## config.mk

```make
export PLATFORM = sky130hd
export DESIGN_NAME = unix_seconds_to_calendar_date_top
export DESIGN_NICKNAME = d
export VERILOG_FILES = /design/src/rtl/ustcd_pkg.sv /design/src/rtl/unix_seconds_to_calendar_date_top.sv /design/src/rtl/ustcd_sub.sv /design/src/rtl/ustcd_seq.sv
export SDC_FILE = /design/constraint.sdc
export NUM_CORES = 1
export LEC_CHECK = 0
export BUFFER_PORTS_ARGS = -buffer_cell sky130_fd_sc_hd__buf_4
export CORE_ASPECT_RATIO = 0.7
export CORE_MARGIN = 1.5
export CORE_UTILIZATION = 61
export CTS_CLUSTER_DIAMETER = 80
export CTS_CLUSTER_SIZE = 12
export DETAILED_ROUTE_END_ITERATION = 10
export PLACE_DENSITY = 0.81
export SLEW_MARGIN = 5
export SYNTH_ARGS = -nofsm -noshare
export SYNTH_HDL_FRONTEND = slang
export SYNTH_HIERARCHICAL = 1
export SYNTH_SLANG_ARGS = --single-unit
```

## constraint.sdc

```tcl
create_clock -name clk -period 7.9 [get_ports clk]
set_input_delay 1.58 -clock clk [delete_from_list [all_inputs] [get_ports clk]]
set_output_delay 1.58 -clock clk [all_outputs]
set_load 0.05 [all_outputs]
```

## src/rtl/ustcd_pkg.sv

```systemverilog
// Package for the Unix seconds to calendar date converter.
// Holds the result and handshake types, divisor constants and the month length table.
// No dependencies.
package ustcd_pkg;

  localparam logic [11:0] FIRST_YEAR = 12'd1970;
  localparam logic [1:0]  FIRST_MOD4 = 2'd2;
  localparam logic [6:0]  FIRST_MOD100 = 7'd70;
  localparam logic [8:0]  FIRST_MOD400 = 9'd370;
  localparam logic [6:0]  LAST_MOD100 = 7'd99;
  localparam logic [8:0]  LAST_MOD400 = 9'd399;

  localparam logic [8:0] YEAR_DAYS = 9'd365;
  localparam logic [8:0] LEAP_YEAR_DAYS = 9'd366;

  localparam int DAY_STEPS = 16;
  localparam int HOUR_STEPS = 5;
  localparam int MIN_STEPS = 6;

  localparam logic [31:0] DAY_DIVISOR = 32'(64'd86400 << (DAY_STEPS - 1));
  localparam logic [31:0] HOUR_DIVISOR = 32'(64'd3600 << (HOUR_STEPS - 1));
  localparam logic [31:0] MIN_DIVISOR = 32'(64'd60 << (MIN_STEPS - 1));

  localparam logic [3:0] LAST_MONTH = 4'd11;
  localparam logic [3:0] FEBRUARY = 4'd1;

  typedef struct packed {
    logic [4:0]  day_of_month;
    logic [3:0]  month_number;
    logic [11:0] year_number;
    logic [4:0]  hour_of_day;
    logic [5:0]  minute_of_hour;
    logic [5:0]  second_of_minute;
  } date_t;

  typedef struct packed {
    logic start;
    logic taken;
  } ctl_t;

  typedef struct packed {
    logic idle;
    logic done;
  } status_t;

  function automatic logic [4:0] month_len(input logic [3:0] month, input logic leap);
    logic [4:0] len;
    case (month)
      4'd1:    len = leap ? 5'd29 : 5'd28;
      4'd3:    len = 5'd30;
      4'd5:    len = 5'd30;
      4'd8:    len = 5'd30;
      4'd10:   len = 5'd30;
      default: len = 5'd31;
    endcase
    return len;
  endfunction

endpackage

```

## src/rtl/unix_seconds_to_calendar_date_top.sv

```systemverilog
// Top level of the Unix seconds to calendar date converter.
// Holds the input handshake and the output word register; uses ustcd_seq and ustcd_pkg.
//
// Channel  Direction  Handshake           Word
// input    in         in_valid/in_stall   epoch_seconds
// output   out        out_valid/out_stall day_of_month .. second_of_minute
//
// Each accepted word passes through the day division, the year steps, the month steps, the hour
// division and the minute division before it is loaded into the output register, all on the one
// shared subtract and compare unit. The next word can be accepted in the cycle after that load.
// The input is stalled from acceptance until the result moves into the output register.
// A finished result waits in the sequencer while the output register is still held by a stall.
// Reset returns the sequencer to idle and empties the output register.
module unix_seconds_to_calendar_date_top (
  input  logic        clk,
  input  logic        rst,
  input  logic        in_valid,
  output logic        in_stall,
  input  logic [31:0] epoch_seconds,
  output logic        out_valid,
  input  logic        out_stall,
  output logic [4:0]  day_of_month,
  output logic [3:0]  month_number,
  output logic [11:0] year_number,
  output logic [4:0]  hour_of_day,
  output logic [5:0]  minute_of_hour,
  output logic [5:0]  second_of_minute
);

  ustcd_pkg::ctl_t    ctl;
  ustcd_pkg::status_t status;
  ustcd_pkg::date_t   result;
  ustcd_pkg::date_t   out_word;

  assign in_stall = ~status.idle;
  assign ctl.start = in_valid & status.idle;
  assign ctl.taken = status.done & (~out_valid | ~out_stall);

  ustcd_seq u_seq (
    .clk           (clk),
    .rst           (rst),
    .ctl           (ctl),
    .epoch_seconds (epoch_seconds),
    .status        (status),
    .result        (result)
  );

  always_ff @(posedge clk) begin
    if (rst) begin
      out_valid <= 1'b0;
    end else if (ctl.taken) begin
      out_valid <= 1'b1;
    end else if (!out_stall) begin
      out_valid <= 1'b0;
    end
  end

  always_ff @(posedge clk) begin
    if (ctl.taken) begin
      out_word <= result;
    end
  end

  assign day_of_month = out_word.day_of_month;
  assign month_number = out_word.month_number;
  assign year_number = out_word.year_number;
  assign hour_of_day = out_word.hour_of_day;
  assign minute_of_hour = out_word.minute_of_hour;
  assign second_of_minute = out_word.second_of_minute;

  a_busy_after_accept: assert property (@(posedge clk) disable iff (rst)
    (in_valid && !in_stall) |=> in_stall)
    else $error("sequencer not busy after accepting a word");

  a_month_range: assert property (@(posedge clk) disable iff (rst)
    out_valid |-> (month_number >= 4'd1 && month_number <= 4'd12))
    else $error("month out of range");

  a_time_range: assert property (@(posedge clk) disable iff (rst)
    out_valid |-> (hour_of_day < 5'd24 && minute_of_hour < 6'd60 && second_of_minute < 6'd60))
    else $error("time of day out of range");

  a_day_range: assert property (@(posedge clk) disable iff (rst)
    out_valid |-> (day_of_month >= 5'd1 && year_number >= 12'd1970 && year_number <= 12'd2106))
    else $error("day or year out of range");

endmodule

```

## src/rtl/ustcd_sub.sv

```systemverilog
// Shared subtract and compare unit of the date converter.
// Gives a minus b and whether a is at least b. No dependencies.
module ustcd_sub (
  input  logic [31:0] a,
  input  logic [31:0] b,
  output logic [31:0] diff,
  output logic        ge
);

  logic [32:0] wide;

  assign wide = {1'b0, a} - {1'b0, b};
  assign diff = wide[31:0];
  assign ge = ~wide[32];

endmodule

```

## src/rtl/ustcd_seq.sv

```systemverilog
// Sequencer and working registers of the date converter.
// Drives the shared unit in ustcd_sub through division, year, month and time steps.
// Uses ustcd_pkg.
module ustcd_seq (
  input  logic                    clk,
  input  logic                    rst,
  input  ustcd_pkg::ctl_t         ctl,
  input  logic [31:0]             epoch_seconds,
  output ustcd_pkg::status_t      status,
  output ustcd_pkg::date_t        result
);

  localparam logic [2:0] ST_IDLE = 3'd0;
  localparam logic [2:0] ST_DIV_DAY = 3'd1;
  localparam logic [2:0] ST_YEAR = 3'd2;
  localparam logic [2:0] ST_MONTH = 3'd3;
  localparam logic [2:0] ST_DIV_HOUR = 3'd4;
  localparam logic [2:0] ST_DIV_MIN = 3'd5;
  localparam logic [2:0] ST_DONE = 3'd6;

  logic [2:0]  state;
  logic [2:0]  state_next;
  logic [31:0] rem;
  logic [31:0] divisor;
  logic [15:0] quo;
  logic [3:0]  cnt;
  logic [11:0] year;
  logic [1:0]  mod4;
  logic [6:0]  mod100;
  logic [8:0]  mod400;
  logic [3:0]  month;
  logic [4:0]  day;
  logic [4:0]  hour;
  logic [5:0]  minute;
  logic        leap;
  logic [31:0] op_a;
  logic [31:0] op_b;
  logic [31:0] diff;
  logic        ge;

  assign leap = (mod400 == 9'd0) || ((mod4 == 2'd0) && (mod100 != 7'd0));

  always_comb begin
    unique case (state)
      ST_YEAR: begin
        op_a = {16'd0, quo};
        op_b = {23'd0, leap ? ustcd_pkg::LEAP_YEAR_DAYS : ustcd_pkg::YEAR_DAYS};
      end
      ST_MONTH: begin
        op_a = {16'd0, quo};
        op_b = {27'd0, ustcd_pkg::month_len(month, leap)};
      end
      default: begin
        op_a = rem;
        op_b = divisor;
      end
    endcase
  end

  ustcd_sub u_sub (
    .a    (op_a),
    .b    (op_b),
    .diff (diff),
    .ge   (ge)
  );

  always_comb begin
    state_next = state;
    unique case (state)
      ST_IDLE:     if (ctl.start) state_next = ST_DIV_DAY;
      ST_DIV_DAY:  if (cnt == 4'd0) state_next = ST_YEAR;
      ST_YEAR:     if (!ge) state_next = ST_MONTH;
      ST_MONTH:    if (month == ustcd_pkg::LAST_MONTH || !ge) state_next = ST_DIV_HOUR;
      ST_DIV_HOUR: if (cnt == 4'd0) state_next = ST_DIV_MIN;
      ST_DIV_MIN:  if (cnt == 4'd0) state_next = ST_DONE;
      ST_DONE:     if (ctl.taken) state_next = ST_IDLE;
      default:     state_next = ST_IDLE;
    endcase
  end

  always_ff @(posedge clk) begin
    if (rst) begin
      state <= ST_IDLE;
    end else begin
      state <= state_next;
    end
  end

  always_ff @(posedge clk) begin
    unique case (state)
      ST_IDLE: begin
        if (ctl.start) begin
          rem <= epoch_seconds;
          divisor <= ustcd_pkg::DAY_DIVISOR;
          cnt <= 4'(ustcd_pkg::DAY_STEPS - 1);
          quo <= 16'd0;
          year <= ustcd_pkg::FIRST_YEAR;
          mod4 <= ustcd_pkg::FIRST_MOD4;
          mod100 <= ustcd_pkg::FIRST_MOD100;
          mod400 <= ustcd_pkg::FIRST_MOD400;
          month <= 4'd0;
        end
      end
      ST_DIV_DAY: begin
        if (ge) rem <= diff;
        quo <= {quo[14:0], ge};
        divisor <= {1'b0, divisor[31:1]};
        cnt <= cnt - 4'd1;
      end
      ST_YEAR: begin
        if (ge) begin
          quo <= diff[15:0];
          year <= year + 12'd1;
          mod4 <= mod4 + 2'd1;
          mod100 <= (mod100 == ustcd_pkg::LAST_MOD100) ? 7'd0 : mod100 + 7'd1;
          mod400 <= (mod400 == ustcd_pkg::LAST_MOD400) ? 9'd0 : mod400 + 9'd1;
        end
      end
      ST_MONTH: begin
        if (month != ustcd_pkg::LAST_MONTH && ge) begin
          quo <= diff[15:0];
          month <= month + 4'd1;
        end else begin
          day <= quo[4:0] + 5'd1;
          divisor <= ustcd_pkg::HOUR_DIVISOR;
          cnt <= 4'(ustcd_pkg::HOUR_STEPS - 1);
          quo <= 16'd0;
        end
      end
      ST_DIV_HOUR: begin
        if (ge) rem <= diff;
        if (cnt == 4'd0) begin
          hour <= {quo[3:0], ge};
          divisor <= ustcd_pkg::MIN_DIVISOR;
          cnt <= 4'(ustcd_pkg::MIN_STEPS - 1);
          quo <= 16'd0;
        end else begin
          quo <= {quo[14:0], ge};
          divisor <= {1'b0, divisor[31:1]};
          cnt <= cnt - 4'd1;
        end
      end
      ST_DIV_MIN: begin
        if (ge) rem <= diff;
        if (cnt == 4'd0) begin
          minute <= {quo[4:0], ge};
        end else begin
          quo <= {quo[14:0], ge};
          divisor <= {1'b0, divisor[31:1]};
          cnt <= cnt - 4'd1;
        end
      end
      default: begin
      end
    endcase
  end

  assign status.idle = (state == ST_IDLE);
  assign status.done = (state == ST_DONE);

  assign result.day_of_month = day;
  assign result.month_number = month + 4'd1;
  assign result.year_number = year;
  assign result.hour_of_day = hour;
  assign result.minute_of_hour = minute;
  assign result.second_of_minute = rem[5:0];

endmodule

```

## Word level (Yosys, flattened, before mapping)

Index checks and enable logic that the tools add are counted.

- Mux-type cells: 51
- Eq/ne operators: 28
- Bitwise logic cells: 8
- Reduce and logical (&&, ||, !) cells: 26
- Add/subtract/negate cells: 8

Operators with widths:

| operator | count |
|---|---|
| 2-to-1 mux 32 bit | 6 |
| one-hot mux 32 bit (5 select lines) | 1 |
| one-hot mux 32 bit (2 select lines) | 2 |
| one-hot mux 16 bit (6 select lines) | 1 |
| 2-to-1 mux 16 bit | 5 |
| subtractor 32 x 32 -> 33 bit | 1 |
| 2-to-1 mux 31 bit | 1 |
| 2-to-1 mux 9 bit | 3 |
| 2-to-1 mux 12 bit | 2 |
| 2-to-1 mux 4 bit | 6 |
| one-hot mux 12 bit (2 select lines) | 1 |
| 2-to-1 mux 3 bit | 7 |
| 2-to-1 mux 7 bit | 3 |
| one-hot mux 3 bit (7 select lines) | 1 |
| one-hot mux 4 bit (5 select lines) | 1 |
| one-hot mux 9 bit (2 select lines) | 1 |
| inequality test 2 bit, second input constant | 7 |
| one-hot mux 7 bit (2 select lines) | 1 |
| adder 12 x 1 -> 12 bit, second input constant | 1 |
| equality test 4 bit, second input constant | 3 |
| inequality test 2 x 1 -> 1 bit, second input constant | 6 |
| one-hot mux 5 bit (2 select lines) | 1 |
| adder 9 x 1 -> 9 bit, second input constant | 1 |
| equality test 3 bit, second input constant | 3 |
| other kinds (37) | 56 |

- Output and inout bits: 40
- Word-level logic and storage cells: 141
- Register bits: 176

## Logic depth before layout (Yosys ltp)

- Depth in word-level cells: 11
- Depth in mapped cells: 21
- Mapped depth without buffers: 18

## By module

Netlist, hierarchy kept.

By module, submodules not included:

| module | area each (µm²) | cells each | instances | sequential area each (µm²) |
|---|---|---|---|---|
| ustcd_seq | 6809.0 | 626 | 1 | 4083.9 |
| ustcd_sub | 1914.3 | 276 | 1 | 0.0 |
| unix_seconds_to_calendar_date_top | 1187.4 | 44 | 1 | 1161.1 |

## Least setup slack after synthesis

No wires, ideal clock.

- Path kind: register -> register
- Start point: register u_seq.state[2]
- End point: register u_seq.cnt[0], enable pin
- Clock period less this slack: 6.553 ns
- Arrival: 6.064 ns
- Setup slack: 1.347 ns
- Buffers on the path: 4
- Cell stages (with the launch flop): 19
- Required time: 7.411 ns
- Cells stage by stage: dfxtp_1 > buf_4 > nand2b_1 > clkbuf_1 > clkbuf_1 > and2_1 > inv_1 > ha_1 > a21oi_1 > o21ai_1 > a221o_1 > a21oi_4 > o31ai_2 > a31oi_1 > o21ai_0 > clkbuf_1 > nand2_1 > nand2_1 > a221oi_1

- Elaborated cells on any way between the ends: 18
- Classes of those cells: 1 x add/sub; 8 x eq/ne; 2 x mux; 2 x bitwise; 5 x reduce/logical

RTL lines:

| item | line | RTL |
|---|---|---|
| start: declaration | ustcd_seq.sv:21 | `logic [2:0] state;` |
| start signal: assignment | ustcd_seq.sv:85 | `state <= state_next;` |
| equality test 3 x 2 -> 1 bit | ustcd_seq.sv:44 | `unique case (state)` |
| one-hot mux 32 bit (2 select lines) (*) | ustcd_seq.sv:44 |  |
| named net u_seq.op_b[7] | ustcd_seq.sv:37 | `logic [31:0] op_b;` |
| subtractor 32 x 32 -> 33 bit (*) | ustcd_sub.sv:12 | `assign wide = {1'b0, a} - {1'b0, b};` |
| NOT 1 bit (*) | ustcd_sub.sv:14 | `assign ge = ~wide[32];` |
| named net u_seq.ge | ustcd_seq.sv:39 | `logic ge;` |
| logical AND 1 bit (*) | ustcd_seq.sv:120 | `if (month != ustcd_pkg::LAST_MONTH && ge) begin` |
| inequality test 2 bit (no line) (*) | - |  |
| AND reduction 4 bit (no line) (*) | - |  |
| end signal: assignment | ustcd_seq.sv:126 | `cnt <= 4'(ustcd_pkg::HOUR_STEPS - 1);` |
| end signal: assignment | ustcd_seq.sv:135 | `cnt <= 4'(ustcd_pkg::MIN_STEPS - 1);` |
| end signal: assignment | ustcd_seq.sv:140 | `cnt <= cnt - 4'd1;` |
| end: declaration | ustcd_seq.sv:26 | `logic [3:0] cnt;` |

Mark *: on every way through the listed nets, which the timed path passes. The rest lies on a longest branch.
A chain may end at the register's enable or synchronous reset.

## Worst setup path after layout

- Start point: register u_seq.state[2]
- End point: register u_seq.rem[28], enable pin

- Longest elaborated chain between the ends: 6
- Elaborated cells on any way between the ends: 16
- Classes of those cells: 1 x add/sub; 7 x eq/ne; 2 x mux; 1 x bitwise; 5 x reduce/logical

RTL lines:

| item | line | RTL |
|---|---|---|
| equality test 3 x 2 -> 1 bit | ustcd_seq.sv:44 |  |
| OR reduction 2 bit (no line) (*) | - |  |
| 2-to-1 mux 32 bit (*) | ustcd_seq.sv:44 |  |
| named net u_seq.op_a[0] | ustcd_seq.sv:36 | `logic [31:0] op_a;` |
| subtractor 32 x 32 -> 33 bit (*) | ustcd_sub.sv:12 |  |
| inequality test 2 bit (no line) (*) | - |  |
| AND reduction 3 bit (no line) (*) | - |  |
| end signal: assignment | ustcd_seq.sv:93 | `rem <= epoch_seconds;` |
| end signal: assignment | ustcd_seq.sv:105 | `if (ge) rem <= diff;` |
| end signal: assignment | ustcd_seq.sv:131 | `if (ge) rem <= diff;` |
| end: declaration | ustcd_seq.sv:23 | `logic [31:0] rem;` |

Marks and branches as above.

==> qor.yml <==
remaining_drc_errors: 0
crit_chain: "nand2b_2 > buf_4 > nand2_1 > o21ai_0 > inv_1 > ha_1 > fa_1 > nor2b_1 > o21ai_1 > a21oi_2 > a21oi_4 > o31ai_2 > a31oi_1 > o21ai_0 > buf_4 > inv_1 > a211oi_4 > buf_4"
wl_met1_microns: 9680
critPathArrivalTime_ns: 5.83
synth_ff_type: "edfxtp_1"
place_hpwl_microns: 13900
clock-sinks: 176
multiInputGateArea_sq_um: 4260
critPathCaptureType: "flop"
initial_core_util: 0.632
yosys.area.top_type: "edfxtp_1"
yosys_warnings: 6
synth_top_area_frac: 0.521
path_clk_slew_ns: 0.07
critPathSlowestCell: "dfxtp_1"
root_buffer: "clkbuf_16"
dpl-instance-area_sq_um: 10600
n_fill_cell: 1127
required_ns: 8.01
cts_hold_buf: 0
synth_cells: 946
cap_violations: 0
drt_pre_antenna_iters: 5
rsz0062_at_grt: "no"
status: "finished clean"
core_sq_um: 15700
gp_congestion: 0.887
synth_area_leaders: "edfxtp_1, nand2_1, ha_1"
portBuffers: 75
post_cts_buffers: 0
first_global_vias: 6621
cts-buffers-inserted: 17
clk_latency_ns: 0.43
ys_ff_latch: 176
rows: 38
worst_path_dominant_cell_family: "compound AO/OA/AOI/OAI gates"
cts_buffer_depth: 2
synth_edf_count: 172
htreeDepth: 4
max_slew_margin: 0.174
drtIter0Drc: 562
fin_tns_setup_ns: 0
hp-class: "flop to flop"
fin_crit_ns: 5.72
die-area_sq_um: 17000
synth_nets: 1027
syn_area_per_cell_sq_um: 10.5
cts_tree: "done"
wire_per_inst_microns: 16.6
grt_overflow: 0
ctsResizeCount: 0
synth_most_common_cell: "nand2_1"
crit_cells: 18
wl_met2_microns: 9120
final-hold-violation-count: 0
route.met3.wl_microns: 1250
crit_fanout: 66
max_freq_ghz: 0.175
worstRegToRegCells: 18
cpPeakStageDelay_ns: 0.78
track_usage: 0.249
worst_pin_slew_ns: 1.23
grt_pass1_wl_microns: 32800
ant_nets: 0
syn_to_final_growth_pct: 12.9
synth_commonest_cells: "nand2_1, edfxtp_1, and2_1"
worst_setup_path_start_kind: "flop"
synth.distinct_cells: 79
final_cell_area_sq_um: 11200
slew_violations: 0
critPathBufInv: 5
num_io_pins: 76
final.setup_skew_ns: 0.00579
dieWidth_microns: 155
critPathKind: "flop to flop"
vias_per_cell: 5.83
nets: 1087
routed.top_layer: "met4"
die_h_microns: 110
regArea_sq_um: 5250
n_antenna_cell: 0
post-route-period-util: 0.724
synth_area_sq_um: 9910
vias: 7110
crit_path_frequent_cell: "buf_4"
finalWirelength_microns: 20300
grt_max_degree: 67
synth_seq_area_share: 0.529
drive_gt1_frac: 0.158
setup_viol: 0
hold_depth: 0
antenna_found_initial: 0
async_flop_share: 0
-- through the flow --
step	hold WS (ns)	instances	utilization	setup WS (ns)
5_1_grt	0.426	1219	0.713	1.71
4_1_cts	0.421	1219	0.713	2.16
3_5_place_dp	0.405	1187	0.675	2.24
6_report	0.419	1219	0.713	2.18
2_1_floorplan	0.400	946	-	1.35
3_3_place_gp	0.402	1187	0.675	2.41
-- cells in the final DEF (no fill, tap or decap), types with 14 or more instances in the layout --
master     instances
ha_1              44
and2_1            60
nor3_1            14
nor2_1            54
clkbuf_16         17
inv_1             55
nand2_1          187
a21oi_1           41
xnor2_1           26
a21o_1            19
buf_4             84
o21ai_0           25
edfxtp_1         172
nand3_1           24
xor2_1            22
-- per-layer routing --
metal	up-vias	global-route usage
li1	3443	-
met1	3411	0.358
met2	232	0.386
met3	24	0.0493
met4	0	0.0748
met5	-	0
-- layout make-up --
cell class              count  share of cell area
flip-flops and latches    176               0.469
multi-input cells         671               0.380
repair buffers             84              0.0564
clock buffers              17              0.0380
well taps                 200              0.0224
inverters                  56              0.0188
clock inverters            15              0.0153
-- state kept, by name, summed over array words and instances (netlist names), 6 cells and up --
| register | cells |
|---|---|
| second_of_minute | 6 |
| u_seq/quo | 16 |
| u_seq/divisor | 32 |
| u_seq/mod100 | 7 |
| u_seq/year | 12 |
| year_number | 12 |
| minute_of_hour | 6 |
| u_seq/rem | 32 |
| u_seq/mod400 | 9 |
| u_seq/minute | 6 |
-- worst reg2reg max path: stages, from the launching register on --
cell,delay (ns)
dfxtp_1,0.78
nand2b_2,0.26
buf_4,0.49
nand2_1,0.16
o21ai_0,0.13
inv_1,0.08
ha_1,0.25
fa_1,0.43
nor2b_1,0.17
o21ai_1,0.12
a21oi_2,0.25
a21oi_4,0.13
o31ai_2,0.39
a31oi_1,0.19
o21ai_0,0.19
buf_4,0.21
inv_1,0.10
a211oi_4,0.67
buf_4,0.41
-- path summary, 6_finish.rpt --
kind	startpoint	end	slack [ns]
max	u_seq/state[2]	u_seq/rem[28]	2.18
min	u_seq/hour[4]	hour_of_day[4]	0.42
max reg2reg	u_seq/state[2]	u_seq/rem[28]	2.18
min reg2reg	u_seq/hour[4]	hour_of_day[4]	0.42
-- cell families after synthesis --
family,synth area share
simple gates,0.201
compound gates,0.121
mux,0.00316
flops,0.529
fa+ha+maj,0.0576
buf+inv,0.0458
xor+xnor,0.0424
Power is not shown: default switching activity piles up to over one toggle a cycle in this logic, so the estimate is an artifact.
